===== config.mk =====
export PLATFORM = sky130hd
export DESIGN_NAME = altimeter_flight_phase_detector
export DESIGN_NICKNAME = d
export VERILOG_FILES = /design/src/rtl/core/afpd_pkg.sv /design/src/rtl/core/afpd_cfg_regs.sv /design/src/rtl/core/afpd_in_stage.sv /design/src/rtl/core/afpd_phase_core.sv /design/src/rtl/core/altimeter_flight_phase_detector.sv
export VERILOG_INCLUDE_DIRS = /design/src /design/src/rtl/core
export SDC_FILE = /design/constraint.sdc
export NUM_CORES = 1
export LEC_CHECK = 0
export ABC_AREA = 0
export ABC_CLOCK_PERIOD_IN_PS = 8100
export BUFFER_PORTS_ARGS = -buffer_cell sky130_fd_sc_hd__buf_2
export CAP_MARGIN = 10
export CORE_ASPECT_RATIO = 1.2
export CORE_MARGIN = 10
export CORE_UTILIZATION = 35
export CTS_BUF_LIST = sky130_fd_sc_hd__clkbuf_8
export CTS_CLUSTER_DIAMETER = 150
export CTS_CLUSTER_SIZE = 20
export DETAILED_ROUTE_END_ITERATION = 8
export GPL_ROUTABILITY_DRIVEN = 1
export GPL_TIMING_DRIVEN = 0
export PLACE_DENSITY = 0.47
export RECOVER_POWER = 50
export SYNTH_ARGS = -nofsm -noshare
export SYNTH_HDL_FRONTEND = slang
export SYNTH_SLANG_ARGS = --single-unit

===== constraint.sdc =====
create_clock -name clk -period 8.1 [get_ports clk]
set_input_delay 0.81 -clock clk [delete_from_list [all_inputs] [get_ports clk]]
set_output_delay 0.81 -clock clk [all_outputs]
set_load 0.01 [all_outputs]

===== src/rtl/core/altimeter_flight_phase_detector_defines.svh =====
// assertion macros shared by the flight phase detector
`ifndef ALTIMETER_FLIGHT_PHASE_DETECTOR_DEFINES_SVH
`define ALTIMETER_FLIGHT_PHASE_DETECTOR_DEFINES_SVH

// same-cycle implication, disabled while reset is asserted
`define AFPD_ASSERT_IMP(lbl, clk, rst_n, ante, cons, msg) \
  lbl: assert property (@(posedge clk) disable iff (!rst_n) (ante) |-> (cons)) \
    else $error(msg);

// next-cycle implication, disabled while reset is asserted
`define AFPD_ASSERT_NXT(lbl, clk, rst_n, ante, cons, msg) \
  lbl: assert property (@(posedge clk) disable iff (!rst_n) (ante) |=> (cons)) \
    else $error(msg);

`endif


===== src/rtl/core/afpd_pkg.sv =====
package afpd_pkg;

  // field and datapath widths, sized for the largest calibration count
  localparam int ALT_W    = 21;
  localparam int CFG_W    = 14;
  localparam int RUN_W    = 16;
  localparam int IDX_W    = 6;
  localparam int SCALED_W = 28;
  localparam int DIFF_W   = SCALED_W + 1;
  localparam int THR_W    = 20;
  localparam int CFG_IDX_W  = 8;
  localparam int CFG_DATA_W = 16;

  // register indexes on the configuration port
  localparam logic [CFG_IDX_W-1:0] REG_LAUNCH_HEIGHT = 8'd0;
  localparam logic [CFG_IDX_W-1:0] REG_APOGEE_DROP   = 8'd1;
  localparam logic [CFG_IDX_W-1:0] REG_LANDED_HEIGHT = 8'd2;
  localparam logic [CFG_IDX_W-1:0] REG_LANDED_RUN    = 8'd3;

  // register reset values, unscaled
  localparam int LAUNCH_HEIGHT_RST = 200;
  localparam int APOGEE_DROP_RST   = 50;
  localparam int LANDED_HEIGHT_RST = 50;
  localparam int LANDED_RUN_RST    = 500;

  typedef enum logic [2:0] {
    PH_IDLE    = 3'd0,
    PH_ASCENT  = 3'd1,
    PH_APOGEE  = 3'd2,
    PH_DESCENT = 3'd3,
    PH_LANDED  = 3'd4
  } phase_t;

  // thresholds already multiplied by the calibration count
  typedef struct packed {
    logic [THR_W-1:0] launch_s;
    logic [THR_W-1:0] drop_s;
    logic [THR_W-1:0] landed_s;
    logic [RUN_W-1:0] run_need;
  } afpd_cfg_t;

  typedef struct packed {
    phase_t phase;
    logic   calibrating;
    logic   launch_ev;
    logic   apogee_ev;
    logic   landed_ev;
  } afpd_res_t;

endpackage


===== src/rtl/core/afpd_cfg_regs.sv =====
module afpd_cfg_regs #(
  parameter int CALIB_SAMPLES = 50
) (
  input  logic                             clk,
  input  logic                             rst_n,
  input  logic                             wr_en,
  input  logic [afpd_pkg::CFG_IDX_W-1:0]   wr_index,
  input  logic [afpd_pkg::CFG_DATA_W-1:0]  wr_data,
  output afpd_pkg::afpd_cfg_t              cfg
);
  import afpd_pkg::*;

  logic [THR_W-1:0] launch_s_r, drop_s_r, landed_s_r;
  logic [RUN_W-1:0] run_need_r;
  logic [THR_W-1:0] wr_scaled;

  // thresholds are kept scaled by the calibration count
  assign wr_scaled = THR_W'(wr_data[CFG_W-1:0]) * THR_W'(CALIB_SAMPLES);

  always_ff @(posedge clk) begin
    if (!rst_n) begin
      launch_s_r <= THR_W'(LAUNCH_HEIGHT_RST * CALIB_SAMPLES);
      drop_s_r   <= THR_W'(APOGEE_DROP_RST * CALIB_SAMPLES);
      landed_s_r <= THR_W'(LANDED_HEIGHT_RST * CALIB_SAMPLES);
      run_need_r <= RUN_W'(LANDED_RUN_RST);
    end else if (wr_en) begin
      unique case (wr_index)
        REG_LAUNCH_HEIGHT: launch_s_r <= wr_scaled;
        REG_APOGEE_DROP:   drop_s_r   <= wr_scaled;
        REG_LANDED_HEIGHT: landed_s_r <= wr_scaled;
        // a zero run length behaves as one
        REG_LANDED_RUN: begin
          run_need_r <= (wr_data[RUN_W-1:0] == '0) ? RUN_W'(1) : wr_data[RUN_W-1:0];
        end
        default: ;
      endcase
    end
  end

  assign cfg.launch_s = launch_s_r;
  assign cfg.drop_s   = drop_s_r;
  assign cfg.landed_s = landed_s_r;
  assign cfg.run_need = run_need_r;

endmodule


===== src/rtl/core/afpd_in_stage.sv =====
module afpd_in_stage #(
  parameter int CALIB_SAMPLES = 50
) (
  input  logic                                  clk,
  input  logic                                  rst_n,
  input  logic                                  in_valid,
  output logic                                  in_ready,
  input  logic signed [afpd_pkg::ALT_W-1:0]     in_alt,
  input  logic                                  advance,
  output logic                                  s1_valid,
  output logic signed [afpd_pkg::ALT_W-1:0]     s1_alt,
  output logic signed [afpd_pkg::SCALED_W-1:0]  s1_alt_s
);
  import afpd_pkg::*;

  logic                       s1_valid_r, s1_valid_nxt;
  logic signed [ALT_W-1:0]    alt_r;
  logic signed [SCALED_W-1:0] alt_s_r, alt_s_nxt;
  logic                       in_xfer;

  // stage is free when empty or when its item moves on this cycle
  assign in_ready = !s1_valid_r || advance;
  assign in_xfer  = in_valid && in_ready;

  // sample scaled by the calibration count, same scale as the ground sum
  assign alt_s_nxt = SCALED_W'(in_alt) * $signed(SCALED_W'(CALIB_SAMPLES));

  always_comb begin
    s1_valid_nxt = s1_valid_r;
    if (in_xfer) begin
      s1_valid_nxt = 1'b1;
    end else if (advance) begin
      s1_valid_nxt = 1'b0;
    end
  end

  always_ff @(posedge clk) begin
    if (!rst_n) begin
      s1_valid_r <= 1'b0;
    end else begin
      s1_valid_r <= s1_valid_nxt;
    end
  end

  // payload, no reset needed
  always_ff @(posedge clk) begin
    if (in_xfer) begin
      alt_r   <= in_alt;
      alt_s_r <= alt_s_nxt;
    end
  end

  assign s1_valid = s1_valid_r;
  assign s1_alt   = alt_r;
  assign s1_alt_s = alt_s_r;

endmodule


===== src/rtl/core/afpd_phase_core.sv =====
`include "altimeter_flight_phase_detector_defines.svh"

module afpd_phase_core #(
  parameter int CALIB_SAMPLES = 50
) (
  input  logic                                  clk,
  input  logic                                  rst_n,
  input  logic                                  step,
  input  logic signed [afpd_pkg::ALT_W-1:0]     alt,
  input  logic signed [afpd_pkg::SCALED_W-1:0]  alt_s,
  input  afpd_pkg::afpd_cfg_t                   cfg,
  output afpd_pkg::afpd_res_t                   res
);
  import afpd_pkg::*;

  logic                       calib_done_r, calib_done_nxt;
  logic [IDX_W-1:0]           calib_index_r, calib_index_nxt;
  logic signed [SCALED_W-1:0] ground_sum_r, ground_sum_nxt;
  phase_t                     phase_r, phase_nxt;
  logic signed [SCALED_W-1:0] peak_r, peak_nxt;
  logic [RUN_W-1:0]           low_run_r, low_run_nxt;

  logic signed [SCALED_W-1:0] sum_add;
  logic [IDX_W-1:0]           idx_inc;
  logic signed [DIFF_W-1:0]   agl_s;
  logic signed [SCALED_W-1:0] peak_hi;
  logic signed [DIFF_W-1:0]   drop_s;
  logic [RUN_W-1:0]           run_inc;
  logic                       launch_hit, apogee_hit, low_hit;

  // shared arithmetic for the calibration and phase paths
  assign sum_add    = ground_sum_r + SCALED_W'(alt);
  assign idx_inc    = calib_index_r + IDX_W'(1);
  assign agl_s      = DIFF_W'(alt_s) - DIFF_W'(ground_sum_r);
  assign peak_hi    = (alt_s > peak_r) ? alt_s : peak_r;
  assign drop_s     = DIFF_W'(peak_hi) - DIFF_W'(alt_s);
  assign run_inc    = (low_run_r == '1) ? low_run_r : low_run_r + RUN_W'(1);
  assign launch_hit = agl_s >= $signed(DIFF_W'(cfg.launch_s));
  assign apogee_hit = drop_s >= $signed(DIFF_W'(cfg.drop_s));
  assign low_hit    = agl_s <= $signed(DIFF_W'(cfg.landed_s));

  // next state and result of the current sample
  always_comb begin
    calib_done_nxt  = calib_done_r;
    calib_index_nxt = calib_index_r;
    ground_sum_nxt  = ground_sum_r;
    phase_nxt       = phase_r;
    peak_nxt        = peak_r;
    low_run_nxt     = low_run_r;
    res.calibrating = 1'b0;
    res.launch_ev   = 1'b0;
    res.apogee_ev   = 1'b0;
    res.landed_ev   = 1'b0;
    if (!calib_done_r) begin
      ground_sum_nxt  = sum_add;
      calib_index_nxt = idx_inc;
      res.calibrating = 1'b1;
      if (idx_inc >= IDX_W'(CALIB_SAMPLES)) begin
        calib_done_nxt = 1'b1;
        peak_nxt       = sum_add;
      end
    end else begin
      unique case (phase_r)
        PH_IDLE: begin
          if (launch_hit) begin
            phase_nxt     = PH_ASCENT;
            res.launch_ev = 1'b1;
          end
        end
        PH_ASCENT: begin
          peak_nxt = peak_hi;
          if (apogee_hit) begin
            phase_nxt     = PH_APOGEE;
            res.apogee_ev = 1'b1;
          end
        end
        PH_APOGEE: phase_nxt = PH_DESCENT;
        PH_DESCENT: begin
          if (low_hit) begin
            low_run_nxt = run_inc;
            if (run_inc >= cfg.run_need) begin
              phase_nxt     = PH_LANDED;
              res.landed_ev = 1'b1;
            end
          end else begin
            low_run_nxt = '0;
          end
        end
        // landed and unused codes hold
        default: ;
      endcase
    end
    res.phase = phase_nxt;
  end

  always_ff @(posedge clk) begin
    if (!rst_n) begin
      calib_done_r  <= 1'b0;
      calib_index_r <= '0;
      ground_sum_r  <= '0;
      phase_r       <= PH_IDLE;
      peak_r        <= '0;
      low_run_r     <= '0;
    end else if (step) begin
      calib_done_r  <= calib_done_nxt;
      calib_index_r <= calib_index_nxt;
      ground_sum_r  <= ground_sum_nxt;
      phase_r       <= phase_nxt;
      peak_r        <= peak_nxt;
      low_run_r     <= low_run_nxt;
    end
  end

  // checks on the phase sequencing
  `AFPD_ASSERT_IMP(a_one_event, clk, rst_n, step, $onehot0({res.launch_ev, res.apogee_ev, res.landed_ev}), "more than one event on a sample")
  `AFPD_ASSERT_IMP(a_calib_idle, clk, rst_n, !calib_done_r, phase_r == PH_IDLE, "phase left idle during calibration")
  `AFPD_ASSERT_IMP(a_launch_src, clk, rst_n, step && res.launch_ev, calib_done_r && phase_r == PH_IDLE, "launch outside ground idle")
  `AFPD_ASSERT_NXT(a_apogee_pass, clk, rst_n, step && calib_done_r && phase_r == PH_APOGEE, phase_r == PH_DESCENT, "apogee did not pass to descent")

endmodule


===== src/rtl/core/altimeter_flight_phase_detector.sv =====
// a sample is held in the input register, then its result is held in the result register
// throughput: one sample per cycle while out_ready does not hold the result register, with the
// phase update running combinationally between the input register and the result register
// reset (rst_n low, synchronous) clears calibration, phase and peak state,
// empties both pipeline registers and returns the thresholds to their defaults
module altimeter_flight_phase_detector #(
  parameter int CALIB_SAMPLES = 50
) (
  input  logic                                 clk,
  input  logic                                 rst_n,
  input  logic                                 in_valid,
  output logic                                 in_ready,
  input  logic signed [afpd_pkg::ALT_W-1:0]    in_altitude_dm,
  output logic                                 out_valid,
  input  logic                                 out_ready,
  output logic [2:0]                           out_phase,
  output logic                                 out_calibrating,
  output logic                                 out_launch_event,
  output logic                                 out_apogee_event,
  output logic                                 out_landed_event,
  output logic                                 out_fast_rate,
  input  logic                                 cfg_valid,
  output logic                                 cfg_ready,
  input  logic [afpd_pkg::CFG_IDX_W-1:0]       cfg_index,
  input  logic [afpd_pkg::CFG_DATA_W-1:0]      cfg_data
);
  import afpd_pkg::*;

  afpd_cfg_t                  cfg;
  afpd_res_t                  res;
  logic                       advance, step;
  logic                       s1_valid;
  logic signed [ALT_W-1:0]    s1_alt;
  logic signed [SCALED_W-1:0] s1_alt_s;
  logic                       out_valid_r, out_valid_nxt;
  afpd_res_t                  res_r;

  // configuration writes are always taken
  assign cfg_ready = 1'b1;

  afpd_cfg_regs #(
    .CALIB_SAMPLES(CALIB_SAMPLES)
  ) u_cfg (
    .clk      (clk),
    .rst_n    (rst_n),
    .wr_en    (cfg_valid && cfg_ready),
    .wr_index (cfg_index),
    .wr_data  (cfg_data),
    .cfg      (cfg)
  );

  // result register frees when empty or when its transfer completes
  assign advance = !out_valid_r || out_ready;
  assign step    = s1_valid && advance;

  afpd_in_stage #(
    .CALIB_SAMPLES(CALIB_SAMPLES)
  ) u_in (
    .clk      (clk),
    .rst_n    (rst_n),
    .in_valid (in_valid),
    .in_ready (in_ready),
    .in_alt   (in_altitude_dm),
    .advance  (advance),
    .s1_valid (s1_valid),
    .s1_alt   (s1_alt),
    .s1_alt_s (s1_alt_s)
  );

  afpd_phase_core #(
    .CALIB_SAMPLES(CALIB_SAMPLES)
  ) u_core (
    .clk   (clk),
    .rst_n (rst_n),
    .step  (step),
    .alt   (s1_alt),
    .alt_s (s1_alt_s),
    .cfg   (cfg),
    .res   (res)
  );

  // result register
  always_comb begin
    out_valid_nxt = out_valid_r;
    if (step) begin
      out_valid_nxt = 1'b1;
    end else if (out_ready) begin
      out_valid_nxt = 1'b0;
    end
  end

  always_ff @(posedge clk) begin
    if (!rst_n) begin
      out_valid_r <= 1'b0;
    end else begin
      out_valid_r <= out_valid_nxt;
    end
  end

  always_ff @(posedge clk) begin
    if (step) begin
      res_r <= res;
    end
  end

  assign out_valid        = out_valid_r;
  assign out_phase        = res_r.phase;
  assign out_calibrating  = res_r.calibrating;
  assign out_launch_event = res_r.launch_ev;
  assign out_apogee_event = res_r.apogee_ev;
  assign out_landed_event = res_r.landed_ev;
  assign out_fast_rate    = (res_r.phase != PH_IDLE);

endmodule


# Word-level counts from Yosys, hierarchy flattened
# Index checks and enable logic that the tools add are counted.
[op_classes]
bitwise_logic = 1
multipliers = 2
add_sub_neg = 5
magnitude_cmp = 6
eq_ne = 8
muxes = 23
n_reduce_logical = 23
[ops]
columns = ["operator", "n"]
rows = [
  ["$mux W28", 4],
  ["$ge A29 B21 Y1", 2],
  ["$sub A28 B28 Y29", 2],
  ["$mux W16", 3],
  ["$le A29 B21 Y1", 1],
  ["$add A28 B21 Y28", 1],
  ["$gt A28 B28 Y1", 1],
  ["$mul A21 B6 Y27 const B", 1],
  ["$mul A14 B5 Y19 const B", 1],
  ["$add A16 B1 Y16 const B", 1],
  ["$eq A16 B16 Y1 const B", 1],
  ["$eq A8 B2 Y1 const B", 2],
  ["$ge A16 B16 Y1", 1],
  ["$logic_not A16 Y1", 1],
  ["$mux W3", 5],
  ["$reduce_and A2 Y1", 7],
  ["$pmux W3 S4", 1],
  ["$mux W1", 10],
  ["$reduce_and A3 Y1", 3],
  ["$eq A8 B1 Y1 const B", 1],
  ["$logic_not A8 Y1", 1],
  ["$add A6 B1 Y6 const B", 1],
  ["$eq A3 B2 Y1 const B", 2],
  ["$ge A6 B6 Y1 const B", 1],
  ["other kinds (9)", 14],
]
[totals]
wordCells = 87
output_inout_bits = 11
ff_bits = 212

# Depth between registers and ports, before layout
[depth]
ltp_word = 7
depth_mapped = 34

# By module
# Synthesis repeated with hierarchy kept, for this count alone.
[hier_totals]
cells_unflattened = 2343
area_unflattened_um2 = 19293.5
[by_module_without_submodules]
columns = ["mod", "cells_each", "instances", "area_each_um2", "seq_area_each_um2"]
rows = [
  ["afpd_phase_core", 1555, 1, 11198.2, 1641.6],
  ["afpd_cfg_regs", 490, 1, 4287.9, 1461.4],
  ["afpd_in_stage", 283, 1, 3528.4, 1371.3],
  ["altimeter_flight_phase_detector", 15, 1, 279.0, 230.2],
]

# Worst setup path after synthesis
# OpenSTA, ideal clock, no wires.
[synth_timing]
kind = "flip-flop to flip-flop"
from = "register u_in.alt_s_r[27] (netlist: u_in.s1_alt_s[27])"
to = "register res_r (netlist bit out_phase[1]) (data pin)"
slack_ps = 1810
t_arrival_ps = 6025
synth_period_minus_slack_ps = 6290
required_ps = 7835
setup_ps = 265
path_stages_with_launch = 33
cell_sequence = "edfxtp_1 ha_1 nand2_1 nor4_1 nand2_1 o211ai_1 xor2_1 nor2_1 clkbuf_1 nand2_1 o21ai_0 ha_1 a2111o_1 o21ai_2 o21ai_1 a21o_1 a21o_1 a21oi_1 nor2_1 nor2_1 xnor2_1 ha_1 nand2_1 o21ai_0 a2111oi_0 o21ai_0 o221ai_1 o31ai_1 nor3_1 o2111ai_1 nor4_1 o21a_1 o22ai_1"
[synth_rtl]
columns = ["element", "line_no", "rtl"]
rows = [
  ["start, declared", "afpd_in_stage.sv:18", "logic signed [SCALED_W-1:0] alt_s_r, alt_s_nxt;"],
  ["start signal, assigned", "afpd_in_stage.sv:49", "alt_s_r <= alt_s_nxt;"],
  ["end signal, assigned", "altimeter_flight_phase_detector.sv:102", "res_r <= res;"],
  ["end, declared", "altimeter_flight_phase_detector.sv:36", "afpd_res_t res_r;"],
]

==> results by group <==
Floorplan
  • Width of the die: 230 microns
  • Die Outline Area: 62400 sq um
  • Starting density of the core: 0.353
  • Placement Rows: 92
  • Count of boundary I/O pins: 61
  • Floorplan core area: 52400 sq um
  • Die outline height: 272 microns

Min path
  • Hold/Removal Path Class: flop to flop
  • Hold Path Depth: 2

Placement
  • Detailed-placement wirelength estimate: 45300 microns
  • Final estimated routing congestion in global placement: 0.939
  • Port-buffer cells: 59

Clock tree
  • Reg clk slew, reported paths: 0.15 ns
  • Number of CTS-inserted buffers: 14
  • Later-pin clock latency in the skew report: just under 0.6 ns
  • Sinks on the clock net: 209
  • Clock buffer depth: 3
  • TritonCTS clock tree: done
  • CTS hold repair buffers: 0
  • Root buffer cell: clkbuf_8
  • Number of H-tree branching levels: 1

Route
  • Number of DRC markers after the initial detailed-route iteration: a little over 600
  • Router iterations before antenna repair: 5
  • Routed Antenna Nets: 0
  • Final routed wirelength across all metal layers: 54500 microns
  • # DRC: 0
  • Via density per instance: 5.11
  • Average wire per cell in the routed design: ~18 microns
  • Count of vias placed by the detailed router: 15600

Yosys
  • Synth async-reset ratio: 0
  • Post-synthesis sequential area ratio: 0.255
  • Count of distinct cell types in the synthesized netlist: 83
  • Avg Synthesized Cell Area: 8.13 sq um
  • Post-Syn Nets: 2657
  • Syn. warnings: 0
  • Post-synth design cell area: approximately 18000 sq um
  • Most used flip-flop cell after synthesis: dfxtp_1
  • Post-synthesis cell count: 2272
  • Register bit total from synthesis: 209
  • Post-synth EDFFs: 52

Power and ir drop
  • Peak ir drop on the vdd network: 0.000120 V
  • Cell Pwr Density: approximately 240 nW/um^2
  • Reported leakage power: 0.00878 uW
  • Power consumption: 4800 uW

Global routing
  • Met2 Use GR: 0.319
  • Busiest layer in global routing: met2
  • M3 GR Usage: 0.0129
  • Initial antenna violation count: 2
  • Wire length of the first global-routing pass: 85700 microns
  • All-layer global routing usage: 0.171
  • Via count of the first global-routing pass: 15700
  • Maximum number of pins on one net before global-route repair: 44
  • Met1 track utilization from global routing: 0.205
  • Overflow left after global routing: 0

STA
  • Hold WS: 0.464 ns
  • Setup repair after global routing missed its margin: no
  • Min Clock Period, post-route: 7.63 ns
  • Worst rel slew slack: -0.415
  • Highest attainable clock frequency: around 130 MHz
  • Transition at the pin with the smallest max-transition slack: 2.12 ns
  • Final setup violation count: 0
  • Ratio of final minimum period to clock period: 0.942
  • Final hold violation count: 0
  • Final Skew: between 0.02 and 0.03 ns
  • Final-report max-slew violation count: 44

Critical path
  • Critical path's largest stage delay: 0.55 ns
  • Critical path data arrival time: 7.94 ns
  • Critical Setup Path Class: flop to flop
  • Slowest-stage cell, CP: edfxtp_1
  • Critical path data required time: 8.41 ns
  • Crit-path max FO: 10
  • Cell depth of the worst flop-to-flop path: 32
  • Cell occurring most often along the worst timing path: nand2_1
  • Critical Path Start Type: flop
  • Type of destination of the critical path: flop

Finish
  • Layout net count: 2734
  • Layout Utilization: 0.381
  • Fraction of final layout cells with drive strength greater than 1: 0.0403
  • Synthesis-to-finish area growth: 7.98%
  • Fill cell total of the finished layout: 5465

Flow run
  • MaxCap Viol Count: 1

Run status
  • Run status: finished with violations
  • Failing checks: max-capacitance violations, max-slew violations
-- state kept, by name, indices dropped and copies added (netlist names) --
signal,count
u_core.ground_sum_r,28
u_core.peak_r,28
u_in.s1_alt_s,24
u_in.s1_alt,21
u_cfg.drop_s_r,19
u_cfg.landed_s_r,19
u_cfg.launch_s_r,19
u_cfg.run_need_r,16
u_core.low_run_r,16
u_core.calib_index_r,6
out_phase,3
u_core.phase_r,3
out_apogee_event,1
out_calibrating,1
out_landed_event,1
out_launch_event,1
out_valid,1
u_core.calib_done_r,1
u_in.s1_valid,1
-- layout make-up --
| class | count | area (sq um) | area share |
|---|---|---|---|
| timing repair buffer | 61 | 265 | 0.0133 |
| clock inverter | 7 | 57.6 | 0.00288 |
| antenna | 1 | 2.50 | 0.000125 |
| inverter | 322 | 1210 | 0.0606 |
| buffer | 61 | 250 | 0.0125 |
| sequential | 209 | 4700 | 0.236 |
| tap | 705 | 882 | 0.0442 |
| clock buffer | 15 | 206 | 0.0103 |
| multi-input combinational | 1680 | 12400 | 0.620 |
-- timing repair --
action | 4_1_cts | 5_1_grt
endpoints found under the hold margin | 0 | 0
pin swaps | 0 | 0
buffers inserted | 0 | 1
resized for setup | 6 | 14
endpoints found under the setup margin | 5 | 5
gates cloned | 0 | 0
-- stage by stage --
| step | instances | area [sq um] | worst slack, ns | setup TNS (ns) |
|---|---|---|---|---|
| final | 3061 | 20000 | 0.469 | 0 |
| after global routing | 3061 | 20000 | 0.0519 | 0 |
| after CTS | 3059 | 20000 | 0.137 | 0 |
| after detailed placement | 3037 | 19700 | -0.484 | -1.99 |
| after global placement | 3036 | 19700 | -0.271 | -0.966 |
| after floorplan | 2272 | 18500 | 1.81 | 0 |
-- synthesized netlist by cell type, types with 16 or more instances --
cell,count,area [sq um]
inv_1,320,1200
ha_1,304,3800
nand2_1,247,927
a21oi_1,175,876
nor2_1,170,638
dfxtp_1,157,3140
o21ai_0,96,480
xnor2_1,80,701
clkbuf_1,56,210
nand3_1,56,280
a21o_1,52,390
edfxtp_1,52,1560
xor2_1,38,333
a211oi_1,36,270
nor3_1,34,170
o211ai_1,34,255
fa_1,31,621
nand2b_1,27,169
o21a_1,26,195
nand4_1,25,156
a31oi_1,17,106
mux2i_1,16,160
-- power breakdown --
group | internal (uW) | switching, uW | total (uW)
registers | 1160 | 93.4 | 1250
clock network | 207 | 374 | 580
logic | 1200 | 1770 | 2970
-- cell families (layout without fill, tap and decap cells) --
| group | after synthesis | count (layout) | share of synthesized area |
|---|---|---|---|
| fa+ha+maj | 335 | 335 | 0.239 |
| mux | 27 | 27 | 0.0156 |
| compound gates | 552 | 552 | 0.196 |
| buf+inv | 383 | 466 | 0.0784 |
| other cells | 1 | 2 | 0.000203 |
| simple gates | 646 | 646 | 0.159 |
| flops | 209 | 209 | 0.255 |
| xor+xnor | 119 | 119 | 0.0574 |
-- cell usage in the layout (no fill, tap or decap), drive strengths merged, types with 52 or more instances in the layout --
cell type / instances
a21o: 52
a21oi: 176
clkbuf: 105
dfxtp: 157
edfxtp: 52
ha: 304
inv: 326
nand2: 247
nand3: 56
nor2: 171
o21ai: 101
xnor2: 81
-- worst paths after layout --
kind / from / end / slack, ns
worst max register to register: u_in.s1_alt_s[27] / out_phase[1] / 0.47
worst max-delay path: u_in.s1_alt_s[27] / out_phase[1] / 0.47
worst min-delay path: u_core.peak_r[9] / u_core.peak_r[9] / 0.46
worst min register to register: u_core.peak_r[9] / u_core.peak_r[9] / 0.46
-- per-layer routing --
metal  up-vias  share of wire
li1       8037              -
met1      7305           0.44
met2       224           0.51
met3        64          0.026
met4         0          0.028
met5         -              0
-- critical path: cells and delay by family (launching register included) --
family | cells | cell delay [ns]
and+or+nand+nor | 10 | 1.67
buffers and inverters | 1 | 0.24
DFF | 1 | 0.55
AOI/OAI and AO/OA | 16 | 3.48
xor gates and xnor gates | 2 | 0.40
adders and majority gates | 3 | 1.02
No activity file was read; power rests on OpenSTA's default activity.
